`config.mk`:
```
export PLATFORM = sky130hd
export DESIGN_NAME = dark_pixel_centroid_bbox
export DESIGN_NICKNAME = d
export VERILOG_FILES = /design/src/dpcb_pkg.sv /design/src/dpcb_ctrl.sv /design/src/dpcb_datapath.sv /design/src/dark_pixel_centroid_bbox.sv
export SDC_FILE = /design/constraint.sdc
export NUM_CORES = 1
export LEC_CHECK = 0
export BUFFER_PORTS_ARGS = -buffer_cell sky130_fd_sc_hd__buf_4
export CAP_MARGIN = 10
export CORE_MARGIN = 1.5
export CORE_UTILIZATION = 55
export CTS_CLUSTER_DIAMETER = 120
export DETAILED_ROUTE_END_ITERATION = 10
export MAX_ROUTING_LAYER = met4
export PLACE_DENSITY = 0.74
export REMOVE_ABC_BUFFERS = 1
export SYNTH_ARGS = -nofsm -noshare
export SYNTH_HDL_FRONTEND = slang
export SYNTH_SLANG_ARGS = --single-unit
```
`constraint.sdc`:
```
create_clock -name clock -period 9.5 [get_ports clock]
set_clock_uncertainty 0.2 [all_clocks]
set_input_delay 0.475 -clock clock [delete_from_list [all_inputs] [get_ports clock]]
set_output_delay 0.475 -clock clock [all_outputs]
set_load 0.01 [all_outputs]
```
`src/dpcb_pkg.sv`:
```
// ----------------------------------------------------------------------------
// dpcb_pkg
// Types and constants of the dark-pixel centroid and bounding box block.
// ----------------------------------------------------------------------------
package dpcb_pkg;

   localparam int PixelBits  = 8;
   localparam int CoordBits  = 12;
   localparam int LimitBits  = 24;
   localparam int CountBits  = LimitBits + 1;
   localparam int SumBits    = LimitBits + CoordBits;
   localparam int DivSteps   = CoordBits;
   localparam int StepBits   = $clog2(DivSteps);

   localparam logic [PixelBits-1:0] ThreshReset = PixelBits'(200);
   localparam logic [PixelBits-1:0] WhiteLevel  = PixelBits'(255);
   localparam logic [PixelBits-1:0] BlackLevel  = PixelBits'(0);
   localparam logic [CountBits-1:0] DarkLimit   = CountBits'(1) << LimitBits;

   typedef struct packed {
      logic [PixelBits-1:0] pixel_value;
      logic [CoordBits-1:0] pixel_x;
      logic [CoordBits-1:0] pixel_y;
      logic                 frame_end;
   } req_type;

   typedef struct packed {
      logic [PixelBits-1:0] binary_pixel;
      logic                 stats_valid;
      logic                 empty_frame;
      logic [CountBits-1:0] dark_total;
      logic [CoordBits-1:0] mean_x;
      logic [CoordBits-1:0] mean_y;
      logic [CoordBits-1:0] box_left;
      logic [CoordBits-1:0] box_right;
      logic [CoordBits-1:0] box_top;
      logic [CoordBits-1:0] box_bottom;
   } rsp_type;

   typedef enum logic [1:0] {
      ST_RUN,
      ST_LOAD,
      ST_DIVIDE,
      ST_REPORT
   } state_type;

   typedef struct packed {
      logic take_pixel;
      logic load_div;
      logic div_step;
      logic load_stats;
   } cmd_type;

   typedef struct packed {
      logic div_last;
   } status_type;

endpackage

```
`src/dpcb_ctrl.sv`:
```
// ----------------------------------------------------------------------------
// dpcb_ctrl
// Sequencer: pixel acceptance, the frame-end divide sequence and the
// result beat's valid flag.
// ----------------------------------------------------------------------------
module dpcb_ctrl (
   input  logic                clock,
   input  logic                reset,
   input  logic                req_valid,
   input  logic                req_frame_end,
   output logic                req_ready,
   output logic                rsp_valid,
   input  logic                rsp_ready,
   output dpcb_pkg::cmd_type    cmd,
   input  dpcb_pkg::status_type status
);
   import dpcb_pkg::*;

   state_type state_ff, state_in;
   logic      rsp_valid_ff, rsp_valid_in;
   logic      take;

   assign req_ready = !reset && (state_ff == ST_RUN) && (!rsp_valid_ff || rsp_ready);
   assign take      = req_valid && req_ready;
   assign rsp_valid = rsp_valid_ff;

   always_comb begin
      state_in = state_ff;
      unique case (state_ff)
         ST_RUN: begin
            if (take && req_frame_end) state_in = ST_LOAD;
         end
         ST_LOAD:   state_in = ST_DIVIDE;
         ST_DIVIDE: begin
            if (status.div_last) state_in = ST_REPORT;
         end
         ST_REPORT: state_in = ST_RUN;
         default:   state_in = ST_RUN;
      endcase
   end

   always_comb begin
      cmd            = '0;
      cmd.take_pixel = take;
      cmd.load_div   = (state_ff == ST_LOAD);
      cmd.div_step   = (state_ff == ST_DIVIDE);
      cmd.load_stats = (state_ff == ST_REPORT);
   end

   // The frame-end beat is held back until the statistics are ready.
   always_comb begin
      priority if (take) begin
         rsp_valid_in = !req_frame_end;
      end else if (state_ff == ST_REPORT) begin
         rsp_valid_in = 1'b1;
      end else if (rsp_ready) begin
         rsp_valid_in = 1'b0;
      end else begin
         rsp_valid_in = rsp_valid_ff;
      end
   end

   always_ff @(posedge clock) begin
      if (reset) begin
         state_ff     <= ST_RUN;
         rsp_valid_ff <= 1'b0;
      end else begin
         state_ff     <= state_in;
         rsp_valid_ff <= rsp_valid_in;
      end
   end

endmodule

```
`src/dpcb_datapath.sv`:
```
// ----------------------------------------------------------------------------
// dpcb_datapath
// Threshold register, frame accumulators, two-lane restoring divider and
// the result register.
// ----------------------------------------------------------------------------
module dpcb_datapath (
   input  logic                           clock,
   input  logic                           reset,
   input  logic                           csr_write,
   input  logic [dpcb_pkg::PixelBits-1:0] csr_data,
   input  dpcb_pkg::req_type              req_data,
   output dpcb_pkg::rsp_type              rsp_data,
   input  dpcb_pkg::cmd_type              cmd,
   output dpcb_pkg::status_type           status
);
   import dpcb_pkg::*;

   logic [PixelBits-1:0] thresh_ff, thresh_in;
   logic [SumBits-1:0]   sum_cols_ff, sum_cols_in;
   logic [SumBits-1:0]   sum_rows_ff, sum_rows_in;
   logic [CountBits-1:0] count_ff, count_in;
   logic [CoordBits-1:0] least_col_ff, least_col_in;
   logic [CoordBits-1:0] greatest_col_ff, greatest_col_in;
   logic [CoordBits-1:0] least_row_ff, least_row_in;
   logic [CoordBits-1:0] greatest_row_ff, greatest_row_in;

   logic [CountBits-1:0] rem_x_ff, rem_x_in;
   logic [CountBits-1:0] rem_y_ff, rem_y_in;
   logic [CoordBits-1:0] quo_x_ff, quo_x_in;
   logic [CoordBits-1:0] quo_y_ff, quo_y_in;
   logic [StepBits-1:0]  step_ff, step_in;

   rsp_type              rsp_data_ff, rsp_data_in;

   logic                 dark;
   logic [CountBits:0]   trial_x, trial_y;
   logic                 fit_x, fit_y;

   assign dark      = !(req_data.pixel_value > thresh_ff);
   assign thresh_in = csr_write ? csr_data : thresh_ff;

   always_comb begin
      sum_cols_in     = sum_cols_ff;
      sum_rows_in     = sum_rows_ff;
      count_in        = count_ff;
      least_col_in    = least_col_ff;
      greatest_col_in = greatest_col_ff;
      least_row_in    = least_row_ff;
      greatest_row_in = greatest_row_ff;
      if (cmd.load_stats) begin
         sum_cols_in     = '0;
         sum_rows_in     = '0;
         count_in        = '0;
         least_col_in    = '1;
         greatest_col_in = '0;
         least_row_in    = '1;
         greatest_row_in = '0;
      end else if (cmd.take_pixel && dark) begin
         // Past the count limit the sums freeze but the box keeps growing.
         if (count_ff < DarkLimit) begin
            count_in    = count_ff + CountBits'(1);
            sum_cols_in = sum_cols_ff + SumBits'(req_data.pixel_x);
            sum_rows_in = sum_rows_ff + SumBits'(req_data.pixel_y);
         end
         if (req_data.pixel_x < least_col_ff)    least_col_in    = req_data.pixel_x;
         if (req_data.pixel_x > greatest_col_ff) greatest_col_in = req_data.pixel_x;
         if (req_data.pixel_y < least_row_ff)    least_row_in    = req_data.pixel_y;
         if (req_data.pixel_y > greatest_row_ff) greatest_row_in = req_data.pixel_y;
      end
   end

   // The mean always fits in CoordBits, so the upper sum bits start out as
   // a partial remainder below the count and only CoordBits steps remain.
   assign trial_x = {rem_x_ff, quo_x_ff[CoordBits-1]};
   assign trial_y = {rem_y_ff, quo_y_ff[CoordBits-1]};
   assign fit_x   = trial_x >= {1'b0, count_ff};
   assign fit_y   = trial_y >= {1'b0, count_ff};

   always_comb begin
      rem_x_in = rem_x_ff;
      rem_y_in = rem_y_ff;
      quo_x_in = quo_x_ff;
      quo_y_in = quo_y_ff;
      step_in  = step_ff;
      if (cmd.load_div) begin
         rem_x_in = CountBits'(sum_cols_ff[SumBits-1:CoordBits]);
         rem_y_in = CountBits'(sum_rows_ff[SumBits-1:CoordBits]);
         quo_x_in = sum_cols_ff[CoordBits-1:0];
         quo_y_in = sum_rows_ff[CoordBits-1:0];
         step_in  = '0;
      end else if (cmd.div_step) begin
         rem_x_in = fit_x ? CountBits'(trial_x - {1'b0, count_ff}) : trial_x[CountBits-1:0];
         rem_y_in = fit_y ? CountBits'(trial_y - {1'b0, count_ff}) : trial_y[CountBits-1:0];
         quo_x_in = {quo_x_ff[CoordBits-2:0], fit_x};
         quo_y_in = {quo_y_ff[CoordBits-2:0], fit_y};
         step_in  = step_ff + StepBits'(1);
      end
   end

   assign status.div_last = (step_ff == StepBits'(DivSteps - 1));

   always_comb begin
      rsp_data_in = rsp_data_ff;
      if (cmd.take_pixel) begin
         rsp_data_in              = '0;
         rsp_data_in.binary_pixel = dark ? BlackLevel : WhiteLevel;
      end else if (cmd.load_stats) begin
         rsp_data_in.stats_valid = 1'b1;
         if (count_ff == '0) begin
            rsp_data_in.empty_frame = 1'b1;
         end else begin
            rsp_data_in.dark_total = count_ff;
            rsp_data_in.mean_x     = quo_x_ff;
            rsp_data_in.mean_y     = quo_y_ff;
            rsp_data_in.box_left   = least_col_ff;
            rsp_data_in.box_right  = greatest_col_ff;
            rsp_data_in.box_top    = least_row_ff;
            rsp_data_in.box_bottom = greatest_row_ff;
         end
      end
   end

   assign rsp_data = rsp_data_ff;

   always_ff @(posedge clock) begin
      if (reset) begin
         thresh_ff       <= ThreshReset;
         sum_cols_ff     <= '0;
         sum_rows_ff     <= '0;
         count_ff        <= '0;
         least_col_ff    <= '1;
         greatest_col_ff <= '0;
         least_row_ff    <= '1;
         greatest_row_ff <= '0;
         step_ff         <= '0;
      end else begin
         thresh_ff       <= thresh_in;
         sum_cols_ff     <= sum_cols_in;
         sum_rows_ff     <= sum_rows_in;
         count_ff        <= count_in;
         least_col_ff    <= least_col_in;
         greatest_col_ff <= greatest_col_in;
         least_row_ff    <= least_row_in;
         greatest_row_ff <= greatest_row_in;
         step_ff         <= step_in;
      end
   end

   always_ff @(posedge clock) begin
      rem_x_ff    <= rem_x_in;
      rem_y_ff    <= rem_y_in;
      quo_x_ff    <= quo_x_in;
      quo_y_ff    <= quo_y_in;
      rsp_data_ff <= rsp_data_in;
   end

endmodule

```
`src/dark_pixel_centroid_bbox.sv`:
```
// Dark-pixel centroid and bounding box. Takes one pixel beat per cycle with
// its column, row and end-of-frame mark, and returns one beat per pixel:
// the thresholded pixel, plus frame statistics (dark count, truncated mean
// column and row, bounding box) on the frame's last pixel. Ordinary pixels
// go through at one per cycle as long as the result side keeps up. Once the
// frame-end pixel is taken, input is held off while the block loads the
// divider from the accumulators, runs the 12 steps of the two-lane restoring
// divider that forms both means in parallel, and loads the result. The
// threshold register may be written at any cycle outside reset.
// ----------------------------------------------------------------------------
// dark_pixel_centroid_bbox
// Top level: joins the sequencer and the datapath.
// ----------------------------------------------------------------------------
module dark_pixel_centroid_bbox (
   input  logic                           clock,
   input  logic                           reset,
   input  logic                           csr_valid,
   output logic                           csr_ready,
   input  logic [dpcb_pkg::PixelBits-1:0] csr_data,
   input  logic                           req_valid,
   output logic                           req_ready,
   input  dpcb_pkg::req_type              req_data,
   output logic                           rsp_valid,
   input  logic                           rsp_ready,
   output dpcb_pkg::rsp_type              rsp_data
);
   import dpcb_pkg::*;

   cmd_type    cmd;
   status_type status;

   assign csr_ready = !reset;

   dpcb_ctrl u_ctrl (
      .clock         (clock),
      .reset         (reset),
      .req_valid     (req_valid),
      .req_frame_end (req_data.frame_end),
      .req_ready     (req_ready),
      .rsp_valid     (rsp_valid),
      .rsp_ready     (rsp_ready),
      .cmd           (cmd),
      .status        (status)
   );

   dpcb_datapath u_datapath (
      .clock     (clock),
      .reset     (reset),
      .csr_write (csr_valid && csr_ready),
      .csr_data  (csr_data),
      .req_data  (req_data),
      .rsp_data  (rsp_data),
      .cmd       (cmd),
      .status    (status)
   );

endmodule

```
---- After elaboration in Yosys (flattened, before gate mapping) ----
Cells that the tools add are included.
word-level totals
  latch bits .............................. 0
  memories kept ........................... 0
  register bits after elaboration ......... 341
  output and inout port bits .............. 110
  bits in writable memories ............... 0
  logic and storage cells ................. 90
  ROM bits ................................ 0
operators by class
  muxes and demuxes ....................... 17
  magnitude comparators ................... 8
  eq/ne operators ......................... 6
  multiply operators ...................... 0
  bitwise logic cells ..................... 1
  reductions and logical operators ........ 25
  div/mod/pow operators ................... 0
  shift operators ......................... 0
  add/subtract/negate cells ............... 6
operator list
  cell                                                             count
  24-bit two-way mux                                               4
  36-bit by 12-bit adder with 36-bit output                        2
  26-bit by 25-bit >= comparator with 1-bit output                 2
  25-bit two-way mux                                               2
  25-bit subtractor                                                2
  12-bit two-way mux                                               4
  25-bit by 1-bit adder with 25-bit output, second input constant  1
  25-bit logical NOT                                               1
  25-bit less-than comparator, second input constant               1
  12-bit greater-than comparator                                   2
  12-bit less-than comparator                                      2
  2-bit AND reduction                                              8
  8-bit greater-than comparator                                    1
  8-bit two-way mux                                                1
  2-bit one-hot mux with 4 select lines                            1
  1-bit logical AND                                                6
  4-bit by 1-bit adder with 4-bit output, second input constant    1
  2-bit equality test, second input constant                       2
  4-bit equality test, second input constant                       1
  1-bit logical NOT                                                4
  2-bit two-way mux                                                2
  2-bit OR reduction                                               2
  1-bit two-way mux                                                3
  3-bit nonzero test                                               1
  7 further kinds                                                  7

---- Logic depth before layout (Yosys ltp) ----
  depth in word-level cells ............... 7
  mapped depth ............................ 15

---- By module ----
From an unflattened synthesis, not the netlist that was laid out.
unflattened totals
  cells, all modules ...................... 2193
  area total of the unflattened synthesis .. 18880.6 sq um
by module, submodules not included
  module                    seq. area each (sq um)  area each (sq um)  cells each  times used
  dpcb_datapath             7357.1                  18615.4            2163        1
  dpcb_ctrl                 60.1                    255.2              28          1
  dark_pixel_centroid_bbox  0.0                     10.0               2           1

---- Worst setup path after synthesis ----
No wires, ideal clock.
  path type ............................... register -> register
  start point ............................. register u_datapath.count_ff[0]
  end point ............................... register u_datapath.quo_x_ff[0] (data pin)
  path buffers ............................ 2
  clock period less this slack ............ 3.284 ns
  slack ................................... 6.216 ns
  stages on the path, launching flop included .. 14
  library setup time ...................... 0.260 ns
  data required time ...................... 9.040 ns
  data arrival time ....................... 2.825 ns
  cells stage by stage .................... dfxtp_1 > ha_1 > inv_1 > fa_1 > a21o_1 > a221oi_2 > nor2_1 > nand4b_1 > a41oi_2 > o31a_1 > o21ai_1 > buf_4 > buf_4 > mux2_2
between the ends
  word-level cells in the longest chain between the ends .. 3
ends and longest elaborated chain
  element                                           line                  RTL
  from (decl)                                       dpcb_datapath.sv:21   logic [CountBits-1:0] count_ff, count_in;
  from (signal assigned)                            dpcb_datapath.sv:140  count_ff <= count_in;
  26-bit by 25-bit >= comparator with 1-bit output  dpcb_datapath.sv:76   assign fit_x = trial_x >= {1'b0, count_ff};
  12-bit two-way mux                                dpcb_datapath.sv:91   end else if (cmd.div_step) begin
  12-bit two-way mux                                dpcb_datapath.sv:85   if (cmd.load_div) begin
  via u_datapath.quo_x_in[0]                        dpcb_datapath.sv:29   logic [CoordBits-1:0] quo_x_ff, quo_x_in;
  to (signal assigned)                              dpcb_datapath.sv:152  quo_x_ff <= quo_x_in;
  to (decl)                                         dpcb_datapath.sv:29
The timed path passes the listed nets, and every way through them passes these cells. The select of a mux whose other input is x is not followed.
A chain may end at the register's enable or synchronous reset.

---- Final worst setup path ----
  start point ............................. register u_datapath.thresh_ff[6]
  end point ............................... register u_datapath.sum_rows_ff[35]
between the ends
  word-level cells in the longest chain between the ends .. 4
ends and longest elaborated chain
  element                        line                  RTL
  from (decl)                    dpcb_datapath.sv:18   logic [PixelBits-1:0] thresh_ff, thresh_in;
  from (signal assigned)         dpcb_datapath.sv:127  thresh_ff <= ThreshReset;
  from (signal assigned)         dpcb_datapath.sv:137  thresh_ff <= thresh_in;
  8-bit greater-than comparator  dpcb_datapath.sv:39   assign dark = !(req_data.pixel_value > thresh_ff);
  1-bit logical NOT              dpcb_datapath.sv:39
  1-bit logical AND              dpcb_datapath.sv:58   end else if (cmd.take_pixel && dark) begin
  2-bit AND reduction (no line)  n/a
  to (signal assigned)           dpcb_datapath.sv:139  sum_rows_ff <= sum_rows_in;
  to (decl)                      dpcb_datapath.sv:20   logic [SumBits-1:0] sum_rows_ff, sum_rows_in;
Every way passes these cells.

==> flow_summary.yaml <==
drt:
  route.detailed.drc: 0
  drt-total-wl_um: 44700
  vias: 15300
  post_drt_wl_per_cell_um: 16.7
  drt_iter0_drc: 906
  first_pass_iters: 5
  viasPerCell: 5.71
  drtAntennaViolNets: 0
critical_path:
  slowest_stage: "a21oi_1"
  worst_setup_path_start_kind: "flip-flop"
  path_cells: "inv_1 -> ha_1 -> a21o_1 -> a21oi_2 -> o2111ai_1 -> a211oi_4 -> buf_4 -> nand4_1 -> a21oi_1 -> nand4_1 -> xor2_1 -> nor2_1"
  required_ps: 9680
  path_max_fanout: 32
  arrival_ps: 4100
  slowest_delay_ps: 850
  critPathLaunch: "u_datapath.thresh_ff[6]"
  path_delay_family: "compound AO/OA/AOI/OAI gates"
  path_class: "flip-flop to flip-flop"
  r2r_start: "u_datapath.thresh_ff[6]"
  cp_common_cell: "nand4_1"
  crit_path_end_kind: "flip-flop"
  crit_buf_inv: 2
synth:
  yosys_warnings: 0
  synth.distinct_cells: 74
  synth.most_common_cell: "nand2_1"
  yosys-top-cells-area: "dfxtp_1, edfxtp_1, ha_1"
  synth-edff-count: 73
  synth_ff_type: "dfxtp_1"
  synthesis.area_um2: 18200
  ys_ff_latch: 334
  synthTopCellsByCount: "nand2_1, dfxtp_1, a21oi_1"
  syn_area_per_cell_um2: 8.73
  synth.top_cell.area_share_pct: 28.7
  syn-instance-count: 2086
  async_flop_share_pct: 0
  synth_largest_area_cell: "dfxtp_1"
  yosysSeqAreaShare_pct: 40.7
floorplanning:
  pin_count: 156
  core_um2: 32500
  core.rowCount: 66
  dieArea_um2: 34200
  die_h_um: 185
  start_util_pct: 56.0
  die_w_um: 185
global_route:
  grt_pass1_wl_um: 72000
  grt_usage_pct: 26.8
  grt_overflow: 0
  antenna_found_initial: 0
  grt_max_degree: 92
  grt_pass1_vias: 14500
sta:
  finalCritPeriodShare_pct: 41.3
  min_period_ps: 3920
  hold_viol: 0
  setup_ws_ps: 5580
  max-slew-margin-rel_pct: 15.6
  whs_ps: 18.2
  rsz0062_at_grt: "no"
  tns_ps: 0
  setup_viol: 0
  fmax_ghz: 0.255
  slew_violations: 0
  tightest_slew_ps: 1260
final_layout:
  drive_gt1_share_pct: 12.6
  area_growth_syn_to_layout_pct: 15.3
  fill_cells: 2768
  fin_util_pct: 64.5
  nets: 2390
  num_antenna_cells: 0
  stdcell_count: 2676
clock_tree:
  htree_levels: 2
  post-cts-setup-buffers: 0
  cts_tree: "built"
  cts_buffer_depth: 3
  cts-root-buf: "clkbuf_16"
  cts_sinks: 334
  clkLatencyLatePin_ps: 540
  numCtsBuffers: 38
  clk_pin_slew_ps: 60
  hold_buffers: 8
  cts_resized: 0
flow_run:
  maxCapViolCount: 0
worst_hold_path:
  holdCritStartpoint: "req_data[1]"
  hp-class: "input port to flip-flop"
place:
  dpl.hpwl_um: 31100
  numPortBuffers: 155
  dp_cells: 2598
  gp_congestion: 0.893
  pre_cts_slack_ps: 5370
power:
  power_density_nw_per_um2: 276
  power.leakage_nw: 8.67
  vdd_ir_drop_max_v: 0.000191
status:
  outcome: "completed"
-- metrics by stage --
stage | power [W] | instance area [um^2]
finish | 0.00580 | 21000
global route | 0.00618 | 21000
CTS | 0.00582 | 21000
detailed placement | 0.00434 | 19700
global placement | 0.00428 | 19700
floorplan | 0.00379 | 17800
-- path summary, 6_finish.rpt --
check / to / slack [ps] / cells after the start
max: u_datapath.sum_rows_ff[35] / 5580 / 12
min reg2reg: u_datapath.rsp_data[43] / 250 / 2
min: u_datapath.least_row_ff[0] / 20 / 3
max reg2reg: u_datapath.sum_rows_ff[35] / 5580 / 12
-- logic make-up after synthesis --
family | Yosys count | share of synthesized area (%)
buffers and inverters | 222 | 4.86
adder cells (fa/ha/maj) | 140 | 9.78
AND/OR/NAND/NOR | 718 | 17.7
multiplexers | 110 | 6.23
AO/OA/AOI/OAI | 446 | 15.1
flip-flops | 334 | 40.7
XOR/XNOR | 116 | 5.58
-- worst reg2reg max path: cells and delay by family (launching register included) --
| family | cells | cell delay, ps |
|---|---|---|
| xor gates and xnor gates | 1 | 170 |
| buffers and inverters | 2 | 420 |
| AOI/OAI and AO/OA | 5 | 1660 |
| and+or+nand+nor | 3 | 720 |
| DFF | 1 | 310 |
| adders and majority gates | 1 | 290 |
-- layout by cell type (no fill, tap or decap), types with 9 or more instances in the layout --
master and instances:
a211oi_1 11, a21o_1 47, a21oi_1 227, a31oi_1 20, and2_1 9, and3_1 21
buf_4 169, clkbuf_1 13, clkbuf_16 40, dfxtp_1 261, edfxtp_1 73, ha_1 134
inv_1 121, mux2_2 26, mux2i_1 84, nand2_1 323, nand2b_1 10, nand3_1 43
nand4_1 32, nor2_1 165, nor2b_1 12, nor3_1 40, nor4_1 17, o211ai_1 19
o21ai_0 45, o31ai_1 9, or3_1 9, xnor2_1 88, xor2_1 28
-- per-layer routing --
layer  track usage (%)  part of all wire (%)  vias to the layer above
met1              33.8                    44                     7273
met2              43.5                    47                      388
li1                  -                     -                     7529
met4              9.79                   3.3                        0
met5                 -                     0                        -
met3              4.17                   5.7                       86
-- where the power goes --
part | switching (W) | internal (W)
registers | 0.000155 | 0.00185
clock network | 0.000592 | 0.000865
logic | 0.00133 | 0.00101
-- state kept, by name (all words and copies together) (netlist names) --
| name | count |
|---|---|
| u_ctrl.rsp_valid | 1 |
| u_ctrl.state_ff | 2 |
| u_datapath.count_ff | 25 |
| u_datapath.greatest_col_ff | 12 |
| u_datapath.greatest_row_ff | 12 |
| u_datapath.least_col_ff | 12 |
| u_datapath.least_row_ff | 12 |
| u_datapath.quo_x_ff | 12 |
| u_datapath.quo_y_ff | 12 |
| u_datapath.rem_x_ff | 25 |
| u_datapath.rem_y_ff | 25 |
| u_datapath.rsp_data | 100 |
| u_datapath.step_ff | 4 |
| u_datapath.sum_cols_ff | 36 |
| u_datapath.sum_rows_ff | 36 |
| u_datapath.thresh_ff | 8 |
-- layout make-up --
class,count,area [um^2],share of cell area [%]
clock inverter,13,134,0.637
inverter,123,463,2.20
multi-input combinational,1530,9980,47.5
timing repair buffer,177,1350,6.42
clock buffer,57,1100,5.26
tap,442,553,2.63
sequential,334,7420,35.3
Note: power is estimated with default switching activity, not from simulation.
